[src/sv/itcf_pkg.sv]
`timescale 1ns / 1ps

package itcf_pkg;

   localparam int CORDIC_STEPS    = 16;
   localparam int ACCUM_FRAC_BITS = 16;

   localparam int TAB_LEN     = 24;
   localparam int CORD_ITERS  = (CORDIC_STEPS > TAB_LEN) ? TAB_LEN : CORDIC_STEPS;
   localparam int STEP_W      = $clog2(TAB_LEN);
   localparam int CW          = 27;
   localparam int ZW          = 26;
   localparam int SQ_W        = 48;
   localparam int SQRT_ITERS  = SQ_W / 2;
   localparam int MAG_W       = 19;
   localparam int DT_W        = 32;
   localparam int P_W         = MAG_W + DT_W;
   localparam int CUT_SH      = 5;
   localparam int NUM_W       = P_W + ACCUM_FRAC_BITS - CUT_SH + 1;
   localparam int DIG_W       = 11;
   localparam int N_DIG       = (NUM_W + DIG_W - 1) / DIG_W;
   localparam int NUMP_W      = N_DIG * DIG_W;
   localparam int DIV_ITERS   = 2 * N_DIG;
   localparam int REM_W       = 21;
   localparam int Y_W         = REM_W + DIG_W;
   localparam int RCP_W       = 33;
   localparam int RCP_SH      = Y_W + REM_W;
   localparam int QW          = ACCUM_FRAC_BITS + 27;
   localparam int ACC_W       = 48;
   localparam int SUM_W       = 66;
   localparam int CNT_W       = $clog2(SQRT_ITERS + 1);
   localparam int REQ_W       = 176;
   localparam int RSP_W       = 168;

   // rate scale 250 and five fraction bits fold out of the divisor
   localparam longint RATE_DEN = 64'd16383000000;
   localparam longint DEN_CUT  = 64'd250 << CUT_SH;
   localparam longint DIV_DEN  = RATE_DEN / DEN_CUT;
   localparam logic [REM_W-1:0] DIV_B    = REM_W'(DIV_DEN);
   localparam logic [REM_W-1:0] DIV_HALF = REM_W'(RATE_DEN / 2 / DEN_CUT);
   localparam logic [RCP_W-1:0] DIV_RCP  = RCP_W'(((64'd1 << RCP_SH) / DIV_DEN) + 1);

   localparam logic signed [ZW-1:0] DEG180 = 26'sd11796480;

   localparam logic [16:0] ALPHA_RESET = 17'd62259;
   localparam logic [16:0] ALPHA_ONE   = 17'd65536;

   localparam logic [1:0] CSR_GYRO_RANGE   = 2'd0;
   localparam logic [1:0] CSR_GYRO_BIAS    = 2'd1;
   localparam logic [1:0] CSR_FILTER_ALPHA = 2'd2;

   typedef enum logic [3:0] {
      S_IDLE, S_SQ_A, S_SQ_B, S_SQRT_INIT, S_SQRT, S_MUL, S_NUM, S_DIV,
      S_ACC, S_CORD_LOAD, S_CORD, S_CORD_STORE, S_MAC_ANG, S_MAC_LO, S_MAC_HI, S_OUT
   } state_type;

   typedef enum logic [1:0] {
      ANG_ROLL, ANG_PITCH, ANG_YAW
   } angle_type;

   typedef struct packed {
      logic              capture;
      logic              sq_a;
      logic              sq_b;
      logic              sqrt_init;
      logic              sqrt_step;
      logic              mul;
      logic              num_load;
      logic              div_step;
      logic              div_rem;
      logic              acc_update;
      logic              cord_load;
      logic              cord_step;
      logic              cord_store;
      logic              mac_ang;
      logic              mac_lo;
      logic              mac_hi;
      logic              out_load;
      angle_type         angle;
      logic [STEP_W-1:0] step;
   } cmd_type;

   typedef struct packed {
      logic out_full;
   } status_type;

   function automatic logic signed [ZW-1:0] atan_entry(input logic [STEP_W-1:0] idx);
      logic signed [ZW-1:0] v;
      case (idx)
         5'd0:    v = 26'sd2949120;
         5'd1:    v = 26'sd1740967;
         5'd2:    v = 26'sd919879;
         5'd3:    v = 26'sd466945;
         5'd4:    v = 26'sd234379;
         5'd5:    v = 26'sd117304;
         5'd6:    v = 26'sd58666;
         5'd7:    v = 26'sd29335;
         5'd8:    v = 26'sd14668;
         5'd9:    v = 26'sd7334;
         5'd10:   v = 26'sd3667;
         5'd11:   v = 26'sd1833;
         5'd12:   v = 26'sd917;
         5'd13:   v = 26'sd458;
         5'd14:   v = 26'sd229;
         5'd15:   v = 26'sd115;
         5'd16:   v = 26'sd57;
         5'd17:   v = 26'sd29;
         5'd18:   v = 26'sd14;
         5'd19:   v = 26'sd7;
         5'd20:   v = 26'sd4;
         5'd21:   v = 26'sd2;
         5'd22:   v = 26'sd1;
         default: v = 26'sd0;
      endcase
      return v;
   endfunction

endpackage

[src/sv/itcf_ctrl.sv]
`timescale 1ns / 1ps

module itcf_ctrl (
   input  logic                clock,
   input  logic                reset,
   input  logic                req_tvalid,
   output logic                req_tready,
   input  itcf_pkg::status_type status,
   output itcf_pkg::cmd_type    cmd
);
   import itcf_pkg::*;

   state_type        state_ff, state_in;
   logic [CNT_W-1:0] cnt_ff, cnt_in;
   angle_type        angle_ff, angle_in;

   always_ff @(posedge clock) begin
      if (reset) begin
         state_ff <= S_IDLE;
         cnt_ff   <= '0;
         angle_ff <= ANG_ROLL;
      end else begin
         state_ff <= state_in;
         cnt_ff   <= cnt_in;
         angle_ff <= angle_in;
      end
   end

   always_comb begin
      state_in   = state_ff;
      cnt_in     = cnt_ff;
      angle_in   = angle_ff;
      req_tready = 1'b0;
      cmd        = '0;
      cmd.angle  = angle_ff;
      cmd.step   = cnt_ff[STEP_W-1:0];
      case (state_ff)
         S_IDLE: begin
            req_tready = 1'b1;
            if (req_tvalid) begin
               cmd.capture = 1'b1;
               state_in    = S_SQ_A;
            end
         end
         S_SQ_A: begin
            cmd.sq_a = 1'b1;
            state_in = S_SQ_B;
         end
         S_SQ_B: begin
            cmd.sq_b = 1'b1;
            state_in = S_SQRT_INIT;
         end
         S_SQRT_INIT: begin
            cmd.sqrt_init = 1'b1;
            cnt_in        = '0;
            state_in      = S_SQRT;
         end
         S_SQRT: begin
            cmd.sqrt_step = 1'b1;
            cnt_in        = cnt_ff + 1'b1;
            if (cnt_ff == CNT_W'(SQRT_ITERS - 1)) state_in = S_MUL;
         end
         S_MUL: begin
            cmd.mul  = 1'b1;
            state_in = S_NUM;
         end
         S_NUM: begin
            cmd.num_load = 1'b1;
            cnt_in       = '0;
            state_in     = S_DIV;
         end
         S_DIV: begin
            cmd.div_step = !cnt_ff[0];
            cmd.div_rem  = cnt_ff[0];
            cnt_in       = cnt_ff + 1'b1;
            if (cnt_ff == CNT_W'(DIV_ITERS - 1)) state_in = S_ACC;
         end
         S_ACC: begin
            cmd.acc_update = 1'b1;
            angle_in       = ANG_ROLL;
            state_in       = S_CORD_LOAD;
         end
         S_CORD_LOAD: begin
            cmd.cord_load = 1'b1;
            cnt_in        = '0;
            state_in      = S_CORD;
         end
         S_CORD: begin
            cmd.cord_step = 1'b1;
            cnt_in        = cnt_ff + 1'b1;
            if (cnt_ff == CNT_W'(CORD_ITERS - 1)) state_in = S_CORD_STORE;
         end
         S_CORD_STORE: begin
            cmd.cord_store = 1'b1;
            case (angle_ff)
               ANG_ROLL: begin
                  angle_in = ANG_PITCH;
                  state_in = S_CORD_LOAD;
               end
               ANG_PITCH: begin
                  angle_in = ANG_YAW;
                  state_in = S_CORD_LOAD;
               end
               default: state_in = S_MAC_ANG;
            endcase
         end
         S_MAC_ANG: begin
            cmd.mac_ang = 1'b1;
            state_in    = S_MAC_LO;
         end
         S_MAC_LO: begin
            cmd.mac_lo = 1'b1;
            state_in   = S_MAC_HI;
         end
         S_MAC_HI: begin
            cmd.mac_hi = 1'b1;
            state_in   = S_OUT;
         end
         S_OUT: begin
            if (!status.out_full) begin
               cmd.out_load = 1'b1;
               state_in     = S_IDLE;
            end
         end
         default: state_in = S_IDLE;
      endcase
   end

endmodule

[config.mk]
export PLATFORM = sky130hd
export DESIGN_NAME = itcf_ctrl
export DESIGN_NICKNAME = d
export VERILOG_FILES = /design/src/sv/itcf_pkg.sv /design/src/sv/itcf_ctrl.sv
export SDC_FILE = /design/constraint.sdc
export NUM_CORES = 1
export LEC_CHECK = 0
export ABC_AREA = 1
export BUFFER_PORTS_ARGS = -buffer_cell sky130_fd_sc_hd__buf_2
export CORE_MARGIN = 2
export CORE_UTILIZATION = 50
export DETAILED_ROUTE_END_ITERATION = 12
export HOLD_SLACK_MARGIN = 0.1
export MAX_ROUTING_LAYER = met4
export PLACE_DENSITY = 0.74
export SLEW_MARGIN = 20
export SYNTH_ARGS = -nofsm -noshare
export SYNTH_HDL_FRONTEND = slang
export SYNTH_SLANG_ARGS = --single-unit
export TNS_END_PERCENT = 30
[constraint.sdc]
create_clock -name clock -period 2 [get_ports clock]
set_clock_uncertainty 0.05 [all_clocks]
set_input_delay 0.1 -clock clock [delete_from_list [all_inputs] [get_ports clock]]
set_output_delay 0.1 -clock clock [all_outputs]
set_load 0.02 [all_outputs]
==> metrics <==
Detail Route Antenna Nets 0; port bufs 28; gp weighted congestion 0.9271; Yosys top cell area share 21.00%; initial core utilization 53.44%; Syn Std Cell Area 1049 µm²; PnR worst setup slack 0.2811 ns; Ys Warns 0; hold buffers post-CTS 1; Sink Count 11; placement row count 16; crit-path cells ha_1, nand2_1, nor2_1, ha_1, inv_1, nand4_1, nand2_1, nor2_1, nand2_1, o21ai_1, nor2_1; Yosys cell types 26; Least-Margin Pin Slew 0.3124 ns; switch share 50.93%; initial detailed-routing violation count 31; Root Driver clkbuf_4; fmax 0.5818 GHz; Buf/Inv on CP 1; post-place setup slack 0.3078 ns; WP data arrival 1.84 ns; maximum vdd drop 0.6624 mV; Total GRT Usage 20.97%; Die Width 49.80 µm; sequential cell area fraction in the yosys report 21.00%; post-synthesis net count 173; Critical Path RT 2.12 ns; Crit path largest cell delay 0.43 ns; synthesized netlist cell count 162; DRC 0; max_cap viols 0; CTS tree done; core area 1962 µm²; drt wl/cell 10.86 µm; Reg2Reg Setup Slack 0.28 ns; startpoint types flop; NumNets Final 207; Post-synth top cells nand2_1 (30), inv_1 (27), nor2_1 (27), a21oi_1 (11), dfxtp_1 (11); pwr dens 851.1 nW/µm²; Leakage 0.7236 nW; worst-case clock buffer depth 2; Min-Delay Path Depth 6; drt pass-1 iters 4; ant diodes 0; Worst path top cell family by delay simple AND/OR/NAND/NOR gates; post-route cell area 1252 µm²; commonest register cell after synthesis dfxtp_1; via-per-instance ratio 4.757; Post-synth EDFFs 0; routed wire length 2412 µm; outcome complete, no violations; dpl cell area 1215 µm²; Reg clk slew, reported paths 0.09 ns; die area 2480 µm²; post-CTS setup buffers 0; H-tree level count 1; Area Overhead vs Synth 19.45%; via count 1056; Combinational Power Share 59.9%; Final TNS setup 0 ns; largest net degree at the start of global routing 9; Synth async-reset ratio 0%; HP Start status; Clk network pwr share 14.9%; Net Sw Power 542.9 µW; most common cell in the netlist nand2_1; top cells by area, synth dfxtp_1 (21%), nand2_1 (11%), inv_1 (9.7%); Slew HR 79.11%; cells on worst reg2reg path 11; synthesized flop and latch total 11; leading area contributor after synthesis dfxtp_1; RR Endpoint state_ff[1]; # resized after CTS 0; Worst path slowest cell dfxtp_1; Internal 523.0 µW; Setup Viol. Count Final 0; Hold Fails Final Rpt 0; antenna violations before repair 0; die height 49.80 µm; Mapped Avg Cell Area 6.472 µm²; pins over their slew limit 0; first-pass GRT wire length 4036 µm; worst hold path endpoint state_ff[3]; IO Count 29; minimum clock period after layout 1.719 ns; unrepaired setup endpoints after global routing false; DP HPWL 1947 µm; Hold WC Path Type input port to flop; sequential power share 25.2%; Final Cycle Share 85.95%; number of global-route vias before repair 905; Crit Path Class flop to flop; Num CTS Buffers 3; share of post-route cells with drive strength above 1 30.77%; CP Max Fanout 7; CP endpoint kind flop; clk_lat worst skew 0.27 ns; worst reg2reg path startpoint cnt_ff[0]; GR Overflow Total 0
-- per-layer routing --
metal | wire, µm | track usage, % | up-vias
li1 | - | - | 567
met1 | 1232 | 28.87 | 464
met2 | 1081 | 33.56 | 23
met3 | 88 | 2.727 | 2
met4 | 9 | 3.241 | 0
met5 | 0 | - | -
-- sequential cells by signal, indices dropped and copies added, names as in the netlist --
signal,flops
angle_ff,2
state_ff,4
cnt_ff,5
-- how the worst max path moves through the flow --
stage | depth (start not counted) | slack (ns) | from | endpoint
detailed placement | 11 | 0.31 | cnt_ff[0] | state_ff[0]
global route | 11 | 0.03 | cnt_ff[0] | state_ff[1]
CTS | 11 | 0.29 | cnt_ff[0] | state_ff[1]
global placement | 11 | 0.38 | cnt_ff[0] | state_ff[1]
finish | 11 | 0.28 | cnt_ff[0] | state_ff[1]
floorplan | 11 | 0.29 | cnt_ff[0] | state_ff[1]
-- cell families (layout without fill, tap and decap cells) --
kind of cell,after synthesis,after routing,synth area share (%)
buffers and inverters,37,70,15.87
adders and majority gates,7,7,8.353
and+or+nand+nor,86,86,43.32
AOI/OAI and AO/OA,20,20,10.62
xor gates and xnor gates,1,1,0.8355
DFF,11,11,21.00
-- worst min-delay path, stage by stage --
cell	delay (ns)
buf_2	0.09
nand3_1	0.08
o21ai_1	0.16
nor2_4	0.07
nand2_1	0.05
a21oi_1	0.06
-- final cells by class --
class                   count  area (µm²)
fillers                   205       709.4
multi-input cells         114       661.9
flip-flops and latches     11       220.2
repair buffers             31       165.2
inverters                  35       143.9
well taps                  27       33.78
clock buffers               3       22.52
clock inverters             1       5.005
-- power groups by stage --
stage          Clock (mW)  Combinational, mW  Sequential, mW
6_report            0.159              0.639           0.268
3_5_place_dp            0              0.630           0.274
3_3_place_gp            0              0.623           0.271
4_1_cts             0.160              0.634           0.268
2_1_floorplan           0              0.490           0.274
5_1_grt             0.172              0.701           0.273
-- metrics by stage --
step | utilization [%] | power [mW] | hold WS [ns] | instances
3_5_place_dp | 61.93 | 0.9037 | 0.3254 | 217
6_report | 63.84 | 1.066 | 0.3250 | 222
3_3_place_gp | 61.93 | 0.8937 | 0.3170 | 217
4_1_cts | 63.84 | 1.062 | 0.3400 | 222
2_1_floorplan | - | 0.7645 | 0.1191 | 162
5_1_grt | 63.84 | 1.146 | 0.3846 | 222
-- layout by cell type (no fill, tap or decap) --
cell type	netlist	layout
a21oi_1	11	11
clkinv_2	0	1
o211ai_2	1	1
inv_2	5	5
clkbuf_4	0	3
a21oi_2	1	1
inv_6	1	1
nor2_1	27	27
clkinv_1	1	1
nand2_1	30	30
nand2_2	1	1
buf_4	0	2
nand2_8	1	1
o21ai_1	3	3
xor2_1	1	1
dlygate4sd3_1	0	1
ha_1	7	7
dfxtp_1	11	11
o21ai_0	4	4
nand3_2	5	5
inv_8	1	1
buf_2	0	28
nor2_4	4	4
nor3_4	1	1
nor3_1	1	1
inv_1	27	27
nand2_4	2	2
nand3_1	10	10
nor2_2	3	3
nand4_1	1	1
(Power assumes the default switching activity.)
